<file path="src/pidmd_pkg.sv">
// Shared types, widths and codes for the PID motor drive with encoder count.
package pidmd_pkg;

  localparam int POSITION_WIDTH_DEF     = 24;
  localparam int GAIN_FRACTION_BITS_DEF = 8;
  localparam int COUNTS_PER_REV_DEF     = 400;

  localparam int DEG_PER_REV = 360;
  localparam int DRIVE_LIMIT = 255;

  localparam int SETPOINT_W = 16;
  localparam int GAIN_W     = 24;
  localparam int ERR_W      = 26;
  localparam int DIFF_W     = ERR_W + 1;
  localparam int SUM_W      = 32;
  localparam int REPORT_W   = 24;
  localparam int DUTY_W     = 8;
  localparam int CFG_IDX_W  = 2;
  localparam int CFG_DATA_W = 24;

  localparam logic signed [GAIN_W-1:0] PROP_GAIN_RESET = GAIN_W'(71680);

  typedef enum logic [CFG_IDX_W-1:0] {
    REG_SETPOINT   = 2'd0,
    REG_PROP_GAIN  = 2'd1,
    REG_INTEG_GAIN = 2'd2,
    REG_DERIV_GAIN = 2'd3
  } cfg_reg_e;

  typedef enum logic {
    OP_ENCODER = 1'b0,
    OP_TICK    = 1'b1
  } op_e;

  typedef struct packed {
    logic signed [GAIN_W-1:0] kp;
    logic signed [GAIN_W-1:0] ki;
    logic signed [GAIN_W-1:0] kd;
  } gains_t;

  typedef struct packed {
    logic signed [ERR_W-1:0]  err;
    logic signed [DIFF_W-1:0] diff;
    logic signed [SUM_W-1:0]  sum;
    logic [REPORT_W-1:0]      report;
  } err_stage_t;

endpackage

</file>
<file path="src/pidmd_pos_track.sv">
// Encoder position counter that also tracks position*360/COUNTS_PER_REV as quotient and remainder.
module pidmd_pos_track #(
  parameter int POSITION_WIDTH = pidmd_pkg::POSITION_WIDTH_DEF,
  parameter int COUNTS_PER_REV = pidmd_pkg::COUNTS_PER_REV_DEF
) (
  input  logic                             clk_i,
  input  logic                             rst_ni,
  input  logic                             step_en_i,
  input  logic                             step_up_i,
  output logic [POSITION_WIDTH-1:0]        position_o,
  output logic signed [POSITION_WIDTH+7:0] degrees_o
);
  import pidmd_pkg::*;

  localparam int QW = POSITION_WIDTH + 8;
  localparam int RW = $clog2(COUNTS_PER_REV) + 1;
  localparam int STEP_Q = DEG_PER_REV / COUNTS_PER_REV;
  localparam int STEP_R = DEG_PER_REV % COUNTS_PER_REV;

  // Quotient and remainder for the most negative and most positive positions,
  // loaded when the counter wraps.
  localparam longint HALF    = longint'(1) << (POSITION_WIDTH - 1);
  localparam longint CPR_L   = longint'(COUNTS_PER_REV);
  localparam longint MIN_MAG = HALF * DEG_PER_REV;
  localparam longint MIN_Q   = -((MIN_MAG + CPR_L - 1) / CPR_L);
  localparam longint MIN_R   = -MIN_MAG - MIN_Q * CPR_L;
  localparam longint MAX_MAG = (HALF - 1) * DEG_PER_REV;
  localparam longint MAX_Q   = MAX_MAG / CPR_L;
  localparam longint MAX_R   = MAX_MAG % CPR_L;

  localparam logic [POSITION_WIDTH-1:0] POS_MAX = {1'b0, {(POSITION_WIDTH-1){1'b1}}};
  localparam logic [POSITION_WIDTH-1:0] POS_MIN = {1'b1, {(POSITION_WIDTH-1){1'b0}}};
  localparam logic signed [RW:0] CPR_S    = (RW+1)'(COUNTS_PER_REV);
  localparam logic signed [RW:0] STEP_R_S = (RW+1)'(STEP_R);

  logic [POSITION_WIDTH-1:0] pos_q, pos_d;
  logic signed [QW-1:0]      quo_q, quo_d;
  logic [RW-1:0]             rem_q, rem_d;
  logic signed [RW:0]        rem_up, rem_dn;

  assign rem_up = $signed({1'b0, rem_q}) + STEP_R_S;
  assign rem_dn = $signed({1'b0, rem_q}) - STEP_R_S;

  // Invariant: position*360 = quo*COUNTS_PER_REV + rem, with 0 <= rem < COUNTS_PER_REV.
  always_comb begin
    pos_d = pos_q;
    quo_d = quo_q;
    rem_d = rem_q;
    if (step_en_i) begin
      if (step_up_i) begin
        pos_d = pos_q + 1'b1;
        if (pos_q == POS_MAX) begin
          quo_d = QW'(MIN_Q);
          rem_d = RW'(MIN_R);
        end else if (rem_up >= CPR_S) begin
          quo_d = quo_q + QW'(STEP_Q + 1);
          rem_d = RW'(rem_up - CPR_S);
        end else begin
          quo_d = quo_q + QW'(STEP_Q);
          rem_d = RW'(rem_up);
        end
      end else begin
        pos_d = pos_q - 1'b1;
        if (pos_q == POS_MIN) begin
          quo_d = QW'(MAX_Q);
          rem_d = RW'(MAX_R);
        end else if (rem_dn < 0) begin
          quo_d = quo_q - QW'(STEP_Q + 1);
          rem_d = RW'(rem_dn + CPR_S);
        end else begin
          quo_d = quo_q - QW'(STEP_Q);
          rem_d = RW'(rem_dn);
        end
      end
    end
  end

  always_ff @(posedge clk_i or negedge rst_ni) begin
    if (!rst_ni) begin
      pos_q <= '0;
      quo_q <= '0;
      rem_q <= '0;
    end else begin
      pos_q <= pos_d;
      quo_q <= quo_d;
      rem_q <= rem_d;
    end
  end

  assign position_o = pos_q;
  // The quotient is a floor; a negative value with a remainder moves up by one
  // to truncate toward zero.
  assign degrees_o  = (quo_q[QW-1] && (rem_q != '0)) ? quo_q + QW'(1) : quo_q;

endmodule

</file>
<file path="config.mk">
export PLATFORM = sky130hd
export DESIGN_NAME = pidmd_pos_track
export DESIGN_NICKNAME = d
export VERILOG_FILES = /design/src/pidmd_pkg.sv /design/src/pidmd_pos_track.sv
export SDC_FILE = /design/constraint.sdc
export NUM_CORES = 1
export LEC_CHECK = 0
export BUFFER_PORTS_ARGS = -buffer_cell sky130_fd_sc_hd__buf_2
export CAP_MARGIN = 25
export CORE_AREA = 2 2 129 131
export CTS_CLUSTER_DIAMETER = 120
export DETAILED_ROUTE_END_ITERATION = 10
export DIE_AREA = 0 0 131 133
export PLACE_DENSITY = 0.69
export RECOVER_POWER = 25
export SKIP_LAST_GASP = 1
export SYNTH_ARGS = -nofsm -noshare
export SYNTH_HDL_FRONTEND = slang
export SYNTH_SLANG_ARGS = --single-unit
</file>
<file path="constraint.sdc">
create_clock -name clk_i -period 4 [get_ports clk_i]
set_input_delay 0.8 -clock clk_i [delete_from_list [all_inputs] [get_ports clk_i]]
set_output_delay 0.8 -clock clk_i [all_outputs]
set_load 0.01 [all_outputs]
</file>
Word level (Yosys, flattened, before mapping)
Cells that the tools add are included.
- bits in registers: 66
- bits of input ports: 4
- output and inout port bits: 56
- logic and storage cells: 32
- $add $sub $neg: 8
- order comparisons: 2
- equal/unequal tests: 3
- mux-type cells: 12
- reductions and logical operators: 4
- operator list (cell ; count):
    32-bit 2-to-1 mux ; 6
    10-bit 2-to-1 mux ; 5
    32-bit by 2-bit adder with 32-bit output, second input constant ; 1
    32-bit by 2-bit subtractor with 32-bit output, second input constant ; 1
    24-bit by 1-bit adder with 24-bit output, second input constant ; 1
    24-bit by 23-bit equality test with 1-bit output, second input constant ; 1
    24-bit equality test, second input constant ; 1
    24-bit 2-to-1 mux ; 1
    24-bit by 1-bit subtractor with 24-bit output, second input constant ; 1
    10-bit by 9-bit adder with 11-bit output, second input constant ; 1
    11-bit by 10-bit >= comparator with 1-bit output, second input constant ; 1
    11-bit by 1-bit less-than comparator with 1-bit output, second input constant ; 1
    10-bit by 9-bit subtractor with 11-bit output, second input constant ; 1
    10-bit adder, second input constant ; 1
    10-bit nonzero test ; 1
    10-bit subtractor, second input constant ; 1
    3-bit by 1-bit inequality test with 1-bit output, second input constant ; 1
    3-bit AND reduction ; 1
    3-bit nonzero test ; 1
    1-bit logical AND ; 1

Logic depth before layout (Yosys ltp)
- depth after elaboration: 5
- mapped depth: 14
- depth with buffers taken out: 10

Least setup slack after synthesis
OpenSTA, ideal clock, no wires.
- path type: input-to-reg
- from: input step_up_i
- to: register pos_q[21], in the netlist position_o[21]
- setup time: 0.125 ns
- arrival time: 3.486 ns
- data required time: 3.875 ns
- slack: 0.389 ns
- stages on the path: 12
- path buffers: 2
- cell sequence: buf_2 clkinv_1 buf_2 ha_1 a21oi_1 o211ai_1 a21o_1 a31o_2 o41a_1 a31oi_1 xnor2_1 mux2_2
- word-level cells in the longest chain between the ends: 1
- RTL lines (element ; line ; source):
    start: declaration ; pidmd_pos_track.sv:9 ; input logic step_up_i,
    24-bit 2-to-1 mux ; pidmd_pos_track.sv:50 ; if (step_up_i) begin
    end signal: assignment ; pidmd_pos_track.sv:84 ; pos_q <= pos_d;
    end: declaration ; pidmd_pos_track.sv:36 ; logic [POSITION_WIDTH-1:0] pos_q, pos_d;
No other way between the ends.
A chain may end at the register's enable or synchronous reset.

Final worst setup path
- from: register quo_q[0]
- to: output degrees_o[22]
- word-level cells in the longest chain between the ends: 2
- RTL lines (element ; line ; source):
    start: declaration ; pidmd_pos_track.sv:37 ; logic signed [QW-1:0] quo_q, quo_d;
    start signal: assignment ; pidmd_pos_track.sv:85 ; quo_q <= quo_d;
    32-bit by 2-bit adder with 32-bit output ; pidmd_pos_track.sv:93 ; assign degrees_o = (quo_q[QW-1] && (rem_q != '0)) ? quo_q + QW'(1) : quo_q;
    32-bit 2-to-1 mux ; pidmd_pos_track.sv:93 ;
    end: declaration ; pidmd_pos_track.sv:11 ; output logic signed [POSITION_WIDTH+7:0] degrees_o
No other way between the ends.

==> reports/results.ini <==
[power_and_ir_drop]
ir_drop_v=0.000367
switching_share_pct=47.3
p_leak_nw=2.86
p_per_area_nw_per_um2=774
internal-power_mw=2.86
p_switching_mw=2.56
p_seq_share_pct=27.6
power_frac_clock_pct=14.8
comb_power_share_pct=57.6

[place]
dp_hpwl_mm=12.1
io_buffers=59
gp_congestion=0.862

[setup_path]
crit_type=reg2out
rrSetupSlack_ns=0.87
cp.required_ns=3.20
ff2ff_path_depth=11
startpoint_type=flop
worstReg2RegEnd=quo_q[0]$_DFFE_PN0P_
arrival_ns=2.74
critPathMaxFanout=9
rr_startpoint=rem_q[3]$_DFFE_PN0P_
end_kind=primary output

[grt]
grt_max_degree=39
grt_overflow=0
antenna_found_initial=0
grt_pass1_vias=5729
grt_usage_pct=20.5
grt_pass1_wl_mm=28.7

[timing]
setup_viol=0
worst_slew_pin_slew_ns=2.22
finalSetupTns_ns=0
finClkSkew_ns=0.00884
slew_headroom_pct=-47.7
final_hold_viol_count=0
rsz0062_at_grt=no
drv_slew=39
max_freq_ghz=0.282
min_period_ns=3.54
finalCritPeriodShare_pct=88.6

[cts]
h-tree-depth=3
cts_sinks=63
clk_pin_slew_worst_paths_ns=0.06
postCtsSetupBuffers=0
postCtsHoldBufs=0
max-clock-path-buffers=2
cts.repair.resized=0
cts_tree=done
cts_buffers=9
root_buffer=clkbuf_16
clk_latency_ns=0.35

[floorplanning]
dieArea_um2=17400
start_util_pct=38.7
coreArea_um2=16200
die_w_um=131
fp.dieH_um=133
num_rows=47
io_pins=60

[logic_synthesis]
synth.distinct_cells=72
synth-xor-area-share_pct=12.6
muxShareOfSynthArea_pct=3.54
synthAdderAreaFrac_pct=6.12
ys_seq_elements=63
synth_ff_type=dfrtp_1
synth_top_family_by_area=compound AO/OA/AOI/OAI gates
yosysWarnings=0
synthSimpleGateAreaFrac_pct=22.6
synth_compound_area_share_pct=24.0
yosysSeqAreaShare_pct=25.2
synth-edff-count=0
syn_area_um2=6250
syn_avg_cell_area_um2=7.75
async_reset_ff_share_pct=100
syn_inst=807
synthesis.nets=841

[status]
status=finished, violations left
violations=max-capacitance violations, max-slew violations

[routing]
first_pass_iters=5
via_count=6150
dr.first_iter.drc_count=433
wirelength_mm=17.5
antenna_left=0
wire_per_inst_um=16.4
viasPerCell=5.79
drc=0

[finish]
fillers=1651
multi_input_area_um2=4320
num_antenna_cells=0
drive_above_1_share_pct=14.8
seq_area_um2=1580
utilization_pct=43.3
fin_nets=871
area_growth_syn_to_layout_pct=11.9

[min_path]
hold_class=in2async

[run]
max-cap-violations=1

==> state kept, by name, indices dropped and copies added, names as in the netlist <==
name and cells:
position_o 24, quo_q 32, rem_q 7
==> final cells by class <==
type | instances | share of cell area (%)
clock buffers | 13 | 3.58
clock inverters | 3 | 0.608
inverters | 27 | 1.45
multi-input cells | 657 | 61.7
flip-flops and latches | 63 | 22.5
well taps | 220 | 3.93
repair buffers | 79 | 6.24
==> worst max-delay path, cell delays in order, from the launching register on <==
cell and delay, ns:
dfrtp_1 0.53, ha_1 0.28, nand4_1 0.17, nor3_1 0.32
and3_1 0.33, nand4_1 0.18, or2_2 0.33, xnor2_1 0.12
buf_2 0.14
==> power by group through the flow <==
| stage | Combinational [mW] | Sequential, mW | Clock [mW] |
|---|---|---|---|
| 2_1_floorplan | 2.59 | 1.19 | 0 |
| 3_3_place_gp | 3.05 | 1.48 | 0 |
| 5_1_grt | 3.48 | 1.56 | 0.847 |
| 6_report | 3.12 | 1.50 | 0.802 |
| 4_1_cts | 3.11 | 1.48 | 0.825 |
| 3_5_place_dp | 3.09 | 1.48 | 0 |
==> routing by layer <==
metal / wire [µm] / vias up / share of wire [%] / global-route usage, %
met2: 7960 / 195 / 46 / 30.7
met4: 371 / 0 / 2.1 / 7.62
li1: - / 3000 / - / -
met5: 0 / - / 0 / 0
met3: 965 / 33 / 5.5 / 3.80
met1: 8170 / 2922 / 47 / 29.3
==> layout by cell type (no fill, tap or decap), types with 22 or more instances in the layout <==
| master | n |
|---|---|
| ha_1 | 29 |
| xnor2_1 | 68 |
| nand3_1 | 29 |
| a21oi_1 | 77 |
| nor2_1 | 57 |
| nand4_1 | 22 |
| nand2_1 | 73 |
| xor2_1 | 22 |
| inv_1 | 24 |
| o21ai_0 | 61 |
| nor3_1 | 24 |
| buf_2 | 58 |
| dfrtp_1 | 63 |
==> kinds of logic after synthesis <==
family | Yosys count
AND/OR/NAND/NOR | 277
AO/OA/AOI/OAI | 240
XOR/XNOR | 90
buffers and inverters | 87
flip-flops | 63
adder cells (fa/ha/maj) | 30
multiplexers | 20
==> worst max-delay path by stage <==
stage                         start                          to  slack (ns)  depth (start not counted)
2_1_floorplan             step_up_i  position_o[21]$_DFFE_PN0P_        0.39                         12
4_1_cts        quo_q[0]$_DFFE_PN0P_               degrees_o[22]        0.49                          8
6_report       quo_q[0]$_DFFE_PN0P_               degrees_o[22]        0.46                          8
3_5_place_dp              step_up_i  position_o[21]$_DFFE_PN0P_        0.29                         11
5_1_grt        quo_q[0]$_DFFE_PN0P_               degrees_o[22]        0.31                          8
3_3_place_gp              step_up_i  position_o[21]$_DFFE_PN0P_        0.33                         11
==> metrics by stage <==
step	std cells	cell area [µm²]	worst slack [ns]	hold slack [ns]	total power, mW
2_1_floorplan	807	6250	0.389	0.493	3.78
3_3_place_gp	1045	6710	0.329	0.528	4.53
3_5_place_dp	1045	6710	0.293	0.537	4.58
4_1_cts	1061	7000	0.491	0.348	5.42
5_1_grt	1062	7000	0.315	0.529	5.89
6_report	1062	7000	0.455	0.516	5.42
==> cells in the mapped netlist, types with 6 or more instances <==
cell type | n | share of area, %
a21oi_1 | 77 | 6.2
nand2_1 | 73 | 4.4
xnor2_1 | 68 | 9.5
dfrtp_1 | 63 | 25
o21ai_0 | 61 | 4.9
nor2_1 | 57 | 3.4
clkbuf_1 | 43 | 2.6
ha_1 | 29 | 5.8
nand3_1 | 29 | 2.3
inv_1 | 24 | 1.4
nor3_1 | 24 | 1.9
nand4_1 | 22 | 2.2
xor2_1 | 22 | 3.1
a31oi_1 | 18 | 1.8
mux2_2 | 17 | 3.1
a21o_1 | 15 | 1.8
nor4_1 | 14 | 1.4
and3_1 | 11 | 1.1
buf_2 | 10 | 0.80
o211ai_1 | 8 | 0.96
and2_1 | 7 | 0.70
nor2b_1 | 7 | 0.70
o221ai_1 | 6 | 0.84
o31ai_1 | 6 | 0.72
Note: power is estimated with default switching activity, not from simulation.
