### config.mk
export PLATFORM = sky130hd
export DESIGN_NAME = pidmd_err_path
export DESIGN_NICKNAME = d
export VERILOG_FILES = /design/src/pidmd_pkg.sv /design/src/pidmd_err_path.sv
export SDC_FILE = /design/constraint.sdc
export NUM_CORES = 1
export LEC_CHECK = 0
export BUFFER_PORTS_ARGS = -buffer_cell sky130_fd_sc_hd__buf_4
export CORE_UTILIZATION = 40
export DETAILED_ROUTE_END_ITERATION = 16
export GPL_ROUTABILITY_DRIVEN = 0
export MAX_ROUTING_LAYER = met4
export PLACE_DENSITY = 0.65
export SETUP_SLACK_MARGIN = 0.02
export SYNTH_ARGS = -nofsm -noshare
export SYNTH_HDL_FRONTEND = slang
export SYNTH_SLANG_ARGS = --single-unit
### constraint.sdc
create_clock -name clk_i -period 11.3 [get_ports clk_i]
set_clock_uncertainty 0.15 [all_clocks]
set_input_delay 3.39 -clock clk_i [delete_from_list [all_inputs] [get_ports clk_i]]
set_output_delay 3.39 -clock clk_i [all_outputs]
set_load 0.02 [all_outputs]
### src/pidmd_pkg.sv
// Shared types, widths and codes for the PID motor drive with encoder count.
package pidmd_pkg;

  localparam int POSITION_WIDTH_DEF     = 24;
  localparam int GAIN_FRACTION_BITS_DEF = 8;
  localparam int COUNTS_PER_REV_DEF     = 400;

  localparam int DEG_PER_REV = 360;
  localparam int DRIVE_LIMIT = 255;

  localparam int SETPOINT_W = 16;
  localparam int GAIN_W     = 24;
  localparam int ERR_W      = 26;
  localparam int DIFF_W     = ERR_W + 1;
  localparam int SUM_W      = 32;
  localparam int REPORT_W   = 24;
  localparam int DUTY_W     = 8;
  localparam int CFG_IDX_W  = 2;
  localparam int CFG_DATA_W = 24;

  localparam logic signed [GAIN_W-1:0] PROP_GAIN_RESET = GAIN_W'(71680);

  typedef enum logic [CFG_IDX_W-1:0] {
    REG_SETPOINT   = 2'd0,
    REG_PROP_GAIN  = 2'd1,
    REG_INTEG_GAIN = 2'd2,
    REG_DERIV_GAIN = 2'd3
  } cfg_reg_e;

  typedef enum logic {
    OP_ENCODER = 1'b0,
    OP_TICK    = 1'b1
  } op_e;

  typedef struct packed {
    logic signed [GAIN_W-1:0] kp;
    logic signed [GAIN_W-1:0] ki;
    logic signed [GAIN_W-1:0] kd;
  } gains_t;

  typedef struct packed {
    logic signed [ERR_W-1:0]  err;
    logic signed [DIFF_W-1:0] diff;
    logic signed [SUM_W-1:0]  sum;
    logic [REPORT_W-1:0]      report;
  } err_stage_t;

endpackage

### src/pidmd_err_path.sv
// Error saturation stage and the error-sum / previous-error update stage.
module pidmd_err_path #(
  parameter int POSITION_WIDTH = pidmd_pkg::POSITION_WIDTH_DEF
) (
  input  logic                                        clk_i,
  input  logic                                        rst_ni,
  input  logic                                        valid_i,
  output logic                                        ready_o,
  input  logic signed [POSITION_WIDTH+7:0]            degrees_i,
  input  logic [pidmd_pkg::REPORT_W-1:0]              report_i,
  input  logic signed [pidmd_pkg::SETPOINT_W-1:0]     setpoint_i,
  output logic                                        valid_o,
  input  logic                                        ready_i,
  output pidmd_pkg::err_stage_t                       res_o
);
  import pidmd_pkg::*;

  localparam int QW = POSITION_WIDTH + 8;
  localparam int CW = (QW + 1 > ERR_W + 1) ? QW + 1 : ERR_W + 1;
  localparam logic signed [CW-1:0] ERR_HI = CW'((longint'(1) << (ERR_W - 1)) - 1);
  localparam logic signed [CW-1:0] ERR_LO = CW'(-(longint'(1) << (ERR_W - 1)));
  localparam logic signed [SUM_W-1:0] SUM_HI = {1'b0, {(SUM_W-1){1'b1}}};
  localparam logic signed [SUM_W-1:0] SUM_LO = {1'b1, {(SUM_W-1){1'b0}}};

  logic signed [CW-1:0]     err_full;
  logic signed [ERR_W-1:0]  err_sat;
  logic                     v2_q, v3_q;
  logic signed [ERR_W-1:0]  e2_q;
  logic [REPORT_W-1:0]      rep2_q;
  logic signed [SUM_W-1:0]  sum_q, sum_d;
  logic signed [ERR_W-1:0]  prev_q;
  logic signed [SUM_W:0]    sum_wide;
  logic signed [DIFF_W-1:0] diff;
  err_stage_t               res_q;
  logic                     ready2, ready3;

  assign err_full = CW'(setpoint_i) - CW'(degrees_i);

  always_comb begin
    if (err_full > ERR_HI) begin
      err_sat = ERR_W'(ERR_HI);
    end else if (err_full < ERR_LO) begin
      err_sat = ERR_W'(ERR_LO);
    end else begin
      err_sat = ERR_W'(err_full);
    end
  end

  assign sum_wide = (SUM_W+1)'(sum_q) + (SUM_W+1)'(e2_q);

  always_comb begin
    if (sum_wide[SUM_W] != sum_wide[SUM_W-1]) begin
      sum_d = sum_wide[SUM_W] ? SUM_LO : SUM_HI;
    end else begin
      sum_d = SUM_W'(sum_wide);
    end
  end

  assign diff   = DIFF_W'(e2_q) - DIFF_W'(prev_q);
  assign ready3 = !v3_q || ready_i;
  assign ready2 = !v2_q || ready3;

  always_ff @(posedge clk_i or negedge rst_ni) begin
    if (!rst_ni) begin
      v2_q   <= 1'b0;
      v3_q   <= 1'b0;
      sum_q  <= '0;
      prev_q <= '0;
    end else begin
      if (ready2) begin
        v2_q <= valid_i;
      end
      if (ready3) begin
        v3_q <= v2_q;
        if (v2_q) begin
          sum_q  <= sum_d;
          prev_q <= e2_q;
        end
      end
    end
  end

  always_ff @(posedge clk_i) begin
    if (ready2 && valid_i) begin
      e2_q   <= err_sat;
      rep2_q <= report_i;
    end
    if (ready3 && v2_q) begin
      res_q.err    <= e2_q;
      res_q.diff   <= diff;
      res_q.sum    <= sum_d;
      res_q.report <= rep2_q;
    end
  end

  assign ready_o = ready2;
  assign valid_o = v3_q;
  assign res_o   = res_q;

endmodule

After elaboration in Yosys (flattened, before gate mapping)
Cells that the tools add are included.
- register bits: 219
- word-level logic and storage cells: 26
- ROM bits: 0
- latch bits: 0
- memories kept: 0
- bits in writable memories: 0
- input bits: 76
- multiply operators: 0
- reductions and logical operators: 7
- bitwise gates (word level): 0
- $add $sub $neg: 3
- mux-type cells: 3
- div/mod/pow operators: 0
- $lt $le $gt $ge: 2
- equality and inequality tests: 1
- shift operators: 0
- operators with widths (kind ; count):
    2-to-1 mux 32 bit ; 2
    adder 32 x 26 -> 33 bit ; 1
    > comparator 33 x 26 -> 1 bit, second input constant ; 1
    less-than comparator 33 x 26 -> 1 bit, second input constant ; 1
    subtractor 16 x 32 -> 33 bit ; 1
    subtractor 26 x 26 -> 27 bit ; 1
    2-to-1 mux 26 bit ; 1
    logical AND 1 bit ; 2
    logical NOT 1 bit ; 2
    logical OR 1 bit ; 2
    AND reduction 2 bit ; 1
    != test 1 bit ; 1

Depth between registers and ports, before layout
Gate-level depths: netlist of run 1.
- depth after elaboration: 4
- mapped depth: 14
- depth with buffers taken out: 12

Worst setup path before layout of run 1
Ideal clock, no wire load.
- path type: input port to flip-flop
- from: in ready_i
- to: reg res_q, in the netlist res_o[0], enable pin
- stages: 5
- buffers on the path: 2
- arrival: 7.074 ns
- path slack: 3.563 ns
- setup time: 0.514 ns
- cells stage by stage: nand2b_1 -> nand2_1 -> inv_1 -> clkbuf_1 -> clkbuf_1
- longest elaborated chain between the ends: 2
- RTL lines (element ; RTL line ; source):
    from (decl) ; pidmd_err_path.sv:13 ; input logic ready_i,
    logical OR 1 bit ; pidmd_err_path.sv:60 ; assign ready3 = !v3_q || ready_i;
    logical AND 1 bit ; pidmd_err_path.sv:88 ; if (ready3 && v2_q) begin
    to (decl) ; pidmd_err_path.sv:34 ; err_stage_t res_q;
No other way between the ends.
A chain may end at the register's enable or synchronous reset.

Worst setup path after layout of run 1
- from: in ready_i
- to: out ready_o
- longest elaborated chain between the ends: 2
- RTL lines (element ; RTL line ; source):
    logical OR 1 bit ; pidmd_err_path.sv:60 ;
    logical OR 1 bit ; pidmd_err_path.sv:61 ; assign ready2 = !v2_q || ready3;
    to (decl) ; pidmd_err_path.sv:8 ; output logic ready_o,
No other way between the ends.

==> results of run 1 <==
final timing paths:
path	start	end	slack (ps)	cells after the start
min reg2reg	rep2_q[0]	res_o[0]	270	0
max reg2reg	e2_q[1]	sum_q[2]	6840	11
max in group asynchronous	rst_ni	sum_q[18]	7610	1
min	rep2_q[0]	res_o[0]	270	0
max	ready_i	ready_o	3910	3
min in group asynchronous	rst_ni	prev_q[25]	2830	1
Yosys cell counts (3+ instances only):
cell type | instances | area (sq um)
sky130_fd_sc_hd__a2111oi_0 | 5 | 43.8
sky130_fd_sc_hd__a211o_1 | 7 | 61.3
sky130_fd_sc_hd__a211oi_1 | 14 | 105
sky130_fd_sc_hd__a21o_1 | 27 | 203
sky130_fd_sc_hd__a21oi_1 | 107 | 536
sky130_fd_sc_hd__a31oi_1 | 16 | 100
sky130_fd_sc_hd__and2_1 | 6 | 37.5
sky130_fd_sc_hd__and3_1 | 12 | 75.1
sky130_fd_sc_hd__buf_2 | 8 | 40.0
sky130_fd_sc_hd__buf_6 | 4 | 45.0
sky130_fd_sc_hd__clkbuf_1 | 14 | 52.6
sky130_fd_sc_hd__dfrtp_1 | 60 | 1500
sky130_fd_sc_hd__edfxtp_1 | 159 | 4770
sky130_fd_sc_hd__fa_1 | 3 | 60.1
sky130_fd_sc_hd__ha_1 | 90 | 1130
sky130_fd_sc_hd__inv_1 | 91 | 342
sky130_fd_sc_hd__mux2_2 | 28 | 315
sky130_fd_sc_hd__nand2_1 | 84 | 315
sky130_fd_sc_hd__nand2b_1 | 24 | 150
sky130_fd_sc_hd__nand3_1 | 14 | 70.1
sky130_fd_sc_hd__nand3b_1 | 4 | 30.0
sky130_fd_sc_hd__nand4_1 | 10 | 62.6
sky130_fd_sc_hd__nand4b_1 | 3 | 26.3
sky130_fd_sc_hd__nor2_1 | 56 | 210
sky130_fd_sc_hd__nor2b_1 | 15 | 93.8
sky130_fd_sc_hd__nor3_1 | 18 | 90.1
sky130_fd_sc_hd__nor3b_1 | 3 | 22.5
sky130_fd_sc_hd__nor4_1 | 4 | 25.0
sky130_fd_sc_hd__o211ai_1 | 9 | 67.6
sky130_fd_sc_hd__o21a_1 | 13 | 97.6
sky130_fd_sc_hd__o21ai_0 | 79 | 395
sky130_fd_sc_hd__o21ai_1 | 11 | 55.1
sky130_fd_sc_hd__o21ai_2 | 11 | 96.3
sky130_fd_sc_hd__o21bai_1 | 12 | 90.1
sky130_fd_sc_hd__o31a_1 | 3 | 26.3
sky130_fd_sc_hd__o31ai_1 | 6 | 45.0
sky130_fd_sc_hd__or2_2 | 6 | 37.5
sky130_fd_sc_hd__or3_1 | 5 | 31.3
sky130_fd_sc_hd__xnor2_1 | 37 | 324
sky130_fd_sc_hd__xor2_1 | 29 | 254
power by group through the flow:
stage	registers, mW	clock network, mW	logic, mW
after floorplan	1.36	0	1.08
after CTS	1.24	0.741	1.67
after global placement	1.26	0	1.64
after detailed placement	1.26	0	1.66
final	1.24	0.722	1.66
after global routing	1.26	0.769	1.85
flip-flops by register name, indices dropped and copies added, names as in the netlist:
name	count
res_o	109
sum_q	32
e2_q	26
prev_q	26
rep2_q	24
v2_q	1
valid_o	1
cell families (layout without fill, tap and decap cells):
| logic type | after synthesis | count (layout) |
|---|---|---|
| xor+xnor | 66 | 66 |
| compound gates | 347 | 347 |
| buf+inv | 122 | 322 |
| fa+ha+maj | 93 | 93 |
| flops | 219 | 219 |
| mux | 30 | 30 |
| simple gates | 272 | 272 |
cell type report:
cell class / instances / area [sq um] / area share
clock inverters: 9 / 80.1 / 0.00535
flip-flops and latches: 219 / 6280 / 0.419
multi-input cells: 808 / 5700 / 0.381
repair buffers: 189 / 1420 / 0.0948
inverters: 91 / 347 / 0.0232
clock buffers: 33 / 643 / 0.0430
well taps: 396 / 495 / 0.0331
metrics by stage:
stage               hold slack, ps  setup slack [ps]  instance area [sq um]  utilization  total power [mW]
finish                         268              3910                  15000        0.488              3.63
CTS                            267              3910                  15000        0.488              3.65
floorplan                      250              3560                  12500            -              2.45
global route                   272              3880                  15000        0.488              3.88
global placement               250              3920                  14200        0.464              2.89
detailed placement             255              3910                  14200        0.464              2.92
worst max-delay path, delay by kind of cell:
| kind | cells | cell delay (ps) |
|---|---|---|
| buffers and inverters | 2 | 290 |
| and+or+nand+nor | 1 | 170 |
metal layers:
metal  vias to the layer above  track usage
met5                         -            -
met4                         0       0.0406
met3                        39       0.0233
met2                       218        0.292
met1                      4245        0.242
li1                       4586            -
==> reports/metrics.sh, run 1 <==
FMAX_MHz=135
CTS_SINKS=219
DR.PASS1.ITERS=5
FILLER_CELL_COUNT=2832
MET3_LENGTH_MICRONS=1350
YS.FLOP_TYPE='sky130_fd_sc_hd__edfxtp_1'
CP-END-KIND='output pin'
SETUP_VIOL=0
SWITCHINGPOWER_mW=1.36
SYNTH-XOR-AREA-SHARE=0.0463
NUMBER_OF_FLOPS_MAPPED_TO_ENABLE_CELLS_BY_YOSYS=159
CORE.ROWCOUNT=64
YOSYSUNIQUECELLTYPES=71
SYNTH_SEQ_CELLS=219
LAYOUT_COMMON_CELLS='sky130_fd_sc_hd__buf_4, sky130_fd_sc_hd__edfxtp_1, sky130_fd_sc_hd__a21oi_1'
COREAREA_SQ_UM=30700
GRT_ANTENNA_BEFORE_REPAIR=0
CELL_INTERNAL_POWER_DISSIPATION_mW=2.27
TIMING.CRITICAL_PATH.SLOWEST_STAGE_CELL='sky130_fd_sc_hd__buf_4'
ANTENNADIODECOUNT=0
MAX_SLEW.WORST_PIN.SLEW_PS=1180
FINAL_MAX_SLEW_VIOL_COUNT=0
CTS-BUFFERS-INSERTED=23
WORST_EP_REQUIRED_TIME_PS=7760
FINAL_COMMON_CELL='sky130_fd_sc_hd__buf_4'
CTS_MAX_PATH_BUFFERS=3
SYNTH_SEQUENTIAL_AREA_RATIO=0.503
MET2ROUTEDLENGTH_MICRONS=12800
POWER_FRAC_CLOCK=0.199
YS.WARNINGS.COUNT=0
SHARE_OF_CELLS_ABOVE_DRIVE_STRENGTH_1=0.208
CTS_TREE='yes'
MAX_STAGE_DELAY_PS=180
FINAL_CELLS=1745
NUM_VIAS=9088
PLACE.DETAILED.INSTANCES=1703
FP.DIEAREA_SQ_UM=31900
AREA_GROWTH_SYN_TO_LAYOUT_PCT=19.9
SWITCHING_SHARE=0.375
CTS.CLK_SLEW.WORST_PATHS_PS=60
SYNTH.NET_COUNT=1318
POST-ROUTE-DRC-COUNT=0
CP_CELL_SEQUENCE='buf_4 -> nand3b_1 -> buf_4'
GRT_START_MAX_NET_PINS=105
SYNTH.CELL_AREA_SQ_UM=12500
SYN_INST=1149
GRT_FIRST_PASS_WIRELENGTH_MICRONS=44700
YOSYS.AREA_SHARE.SIMPLE=0.108
ROUTED_VIA_DENSITY=5.21
DRT-TOTAL-WL_MICRONS=27500
HP-CLASS='reg -> reg'
SYNTH_MUX_AREA_FRAC=0.0269
PERIOD_NEEDED_PS=7390
RUN_STATUS='completed'
CLOCK_TREE.HTREE_LEVEL_COUNT=1
CLK_LATENCY_PS=510
DETAILED_PLACE_HPWL_MICRONS=20700
SYNTH_TOP_FAMILY_BY_AREA='compound AO/OA/AOI/OAI gates'
CTS_SETUP_BUFFERS=0
FINAL-HOLD-VIOLATION-COUNT=0
POSTSYNTHAREAPERCELL_SQ_UM=10.9
WL_MET1_MICRONS=12900
CRITPATHMAXFANOUT=3
YS_ASYNC_SR_FRACTION=0.274
CP_DATA_ARRIVAL_TIME_PS=3850
PORT_BUFFER_COUNT=186
BOUNDARY_PINS=187
GRT_USE_TOTAL=0.181
SYNTH-ADDER-AREA-SHARE=0.0950
ROUTED_WIRE_PER_STD_CELL_MICRONS=15.7
SETUP_REPAIR_AFTER_GLOBAL_ROUTING_MISSED_ITS_MARGIN='false'
COMPOUND_CELL_AREA_SHARE_OF_THE_YOSYS_NETLIST=0.181
TIMING.MAX_CAP.VIOLATIONS=0
DRTITER0DRC=482
P_LEAK_nW=6.23
HIGHEST-SIGNAL-LAYER='met4'
DIE-HEIGHT_MICRONS=179
SEQ_POWER_SHARE=0.342
TIMING.CRITICAL_PATH.FROM_TYPE='primary input'
CRITICALPATHCATEGORY='in -> out'
CTS.ROOT.BUFFER_CELL='sky130_fd_sc_hd__clkbuf_16'
CRIT_PATH_FREQUENT_CELL='sky130_fd_sc_hd__buf_4'
CTS_HOLD_BUFFERS=0
VDD.IR_DROP.WORST_V=0.000112
SLEW_HEADROOM=0.213
NUM-NETS-FINAL=1501
STARTING_UTILIZATION_OF_THE_CORE_AREA=0.407
POWER.DENSITY_nW_PER_UM2=242
LOGIC_PWR_SHARE=0.459
DETAIL-ROUTE-ANTENNA-NETS=0
DIE_W_MICRONS=179
FIN_CRIT_SH=0.654
GRT_OVERFLOW_TOTAL=0
CTS.REPAIR.RESIZED=0
TIMING.SETUP.TNS_PS=0
VIA_COUNT_OF_THE_FIRST_GLOBAL_ROUTING_PASS=8765
Power figures use the tool's default switching activity.
==> run 2, diff against run 1 <==
--- a/config.mk
+++ b/config.mk
@@ -10,7 +10,7 @@
 export DETAILED_ROUTE_END_ITERATION = 16
 export GPL_ROUTABILITY_DRIVEN = 0
 export MAX_ROUTING_LAYER = met4
-export PLACE_DENSITY = 0.65
+export PLACE_DENSITY = 0.68
 export SETUP_SLACK_MARGIN = 0.02
 export SYNTH_ARGS = -nofsm -noshare
 export SYNTH_HDL_FRONTEND = slang
==> constraint.sdc (replaced) <==
create_clock -name clk_i -period 6.2 [get_ports clk_i]
set_clock_uncertainty 0.15 [all_clocks]
set_input_delay 1.86 -clock clk_i [delete_from_list [all_inputs] [get_ports clk_i]]
set_output_delay 1.86 -clock clk_i [all_outputs]
set_load 0.02 [all_outputs]
==> run 2 against run 1 <==
Effect of this change: worst hold slack about the same; routed wire length rose by 2.7%; clock-buffer cell count is 1 higher; combinational power increased by 85%; final cell count is essentially flat; critical path depth rose by 9; sequential cell count is the same; design area increased by 0.25%.
==> reports/metrics.sh, run 2 (synthesis results as in run 1) <==
CP-END-KIND='flip-flop'
POST-ROUTE-DRC-COUNT=0
CTS-BUFFERS-INSERTED=23
ROUTED_VIA_DENSITY=5.27
POWER.DENSITY_nW_PER_UM2=447
CRIT_PATH_FREQUENT_CELL='sky130_fd_sc_hd__a2111oi_4'
FIN_CRIT_SH=0.857
STARTING_UTILIZATION_OF_THE_CORE_AREA=0.407
REPORT.POWER.TOTAL_mW=6.70
CTS_TREE='yes'
PORT_BUFFER_COUNT=186
MAX_STAGE_DELAY_PS=450
FINALWORSTSETUPSLACK_PS=886
CTS.REPAIR.RESIZED=0
AREA_GROWTH_SYN_TO_LAYOUT_PCT=20.2
CRITICALPATHCATEGORY='in -> reg'
FINAL-HOLD-VIOLATION-COUNT=0
VIA_COUNT_OF_THE_FIRST_GLOBAL_ROUTING_PASS=8833
SLEW_HEADROOM=0.203
SHARE_OF_CELLS_ABOVE_DRIVE_STRENGTH_1=0.207
CLOCK_TREE.HTREE_LEVEL_COUNT=1
DIE-HEIGHT_MICRONS=179
VDD.IR_DROP.WORST_V=0.000229
TIMING.CRITICAL_PATH.FROM_TYPE='primary input'
SETUP_VIOL=0
NUMBER_OF_FLIP_FLOPS_IN_THE_LARGEST_REGISTER=109
NUM_VIAS=9206
DETAILED_PLACE_HPWL_MICRONS=20800
SETUP_REPAIR_AFTER_GLOBAL_ROUTING_MISSED_ITS_MARGIN='false'
CTS.CLK_SLEW.WORST_PATHS_PS=60
DIE_W_MICRONS=179
GRT_OVERFLOW_TOTAL=0
MAX_SLEW.WORST_PIN.SLEW_PS=1200
CTS_SINKS=219
CRITPATHMAXFANOUT=25
CP_CELL_SEQUENCE='buf_4 -> ha_1 -> fa_1 -> nand2b_1 -> a211oi_2 -> o2111ai_2 -> a2111oi_4 -> mux2i_1 -> a311o_1 -> a2111oi_4 -> a41oi_4 -> o31ai_1'
RUN_STATUS='completed'
CP_DATA_ARRIVAL_TIME_PS=5490
FINAL_MAX_SLEW_VIOL_COUNT=0
POST-ROUTE-UTIL=0.489
FMAX_MHz=188
TIMING.SETUP.TNS_PS=0
HP-CLASS='reg -> reg'
ANTENNADIODECOUNT=0
NUM-NETS-FINAL=1502
GRT_START_MAX_NET_PINS=109
DR.PASS1.ITERS=5
TIMING.MAX_CAP.VIOLATIONS=0
CTS.ROOT.BUFFER_CELL='sky130_fd_sc_hd__clkbuf_16'
PRE_CTS_SLACK_PS=399
DRTITER0DRC=612
COREAREA_SQ_UM=30700
FINAL_COMMON_CELL='sky130_fd_sc_hd__buf_4'
DRT-TOTAL-WL_MICRONS=28200
CLK_LATENCY_PS=510
WORST_EP_REQUIRED_TIME_PS=6370
CTS_HOLD_BUFFERS=0
GRT_USE_TOTAL=0.182
GRT_FIRST_PASS_WIRELENGTH_MICRONS=44900
LAYOUT_COMMON_CELLS='sky130_fd_sc_hd__buf_4, sky130_fd_sc_hd__edfxtp_1, sky130_fd_sc_hd__a21oi_1'
CORE.ROWCOUNT=64
FP.DIEAREA_SQ_UM=31900
P_LEAK_nW=6.26
CTS_SETUP_BUFFERS=0
GRT_ANTENNA_BEFORE_REPAIR=0
BOUNDARY_PINS=187
PERIOD_NEEDED_PS=5310
TIMING.CRITICAL_PATH.SLOWEST_STAGE_CELL='sky130_fd_sc_hd__a2111oi_4'
DETAIL-ROUTE-ANTENNA-NETS=0
ROUTED_WIRE_PER_STD_CELL_MICRONS=16.2
CTS_MAX_PATH_BUFFERS=3
==> run 2: final cells by class <==
class                           count  area [sq um]
Fill cell                        2782         15700
Clock buffer                       34           648
Timing Repair Buffer              190          1440
Sequential cell                   219          6280
Inverter                           91           347
Tap cell                          396           495
Clock inverter                      8          92.6
Multi-Input combinational cell    808          5700
==> run 2: worst max-delay path: cells and delay by family <==
family / cells / cell delay [ps]
compound gates: 7 / 2560
fa+ha+maj: 2 / 610
simple gates: 1 / 210
mux: 1 / 130
buf+inv: 1 / 110
==> run 2: metrics by stage <==
stage	hold WS, ps	cells	area (sq um)
finish	268	1746	15000
CTS	269	1746	15000
global route	277	1746	15000
detailed placement	255	1704	14300
floorplan	250	1149	12500
global placement	251	1704	14300
==> run 2: routing by layer <==
metal  routed length (microns)  part of all wire  global-route usage
met4                       495             0.018              0.0441
met1                     12900              0.46               0.239
met3                      1530             0.054              0.0267
met5                         0                 0                   -
met2                     13200              0.47               0.298
==> run 2: final timing paths <==
kind | startpoint | endpoint | slack, ps | depth (start not counted)
setup / recovery | degrees_i[0] | e2_q[24] | 890 | 12
hold / removal | rep2_q[13] | res_o[13] | 270 | 0
setup reg to reg | e2_q[1] | sum_q[0] | 1560 | 11
hold reg to reg | rep2_q[13] | res_o[13] | 270 | 0
max in group asynchronous | rst_ni | prev_q[4] | 4060 | 1
min in group asynchronous | rst_ni | sum_q[23] | 1300 | 1
==> run 2: power breakdown <==
group | leakage, nW | internal, mW | switching [mW]
sequential | 2.18 | 2.09 | 0.170
clock | 0.364 | 0.808 | 0.557
combinational | 3.71 | 1.27 | 1.80
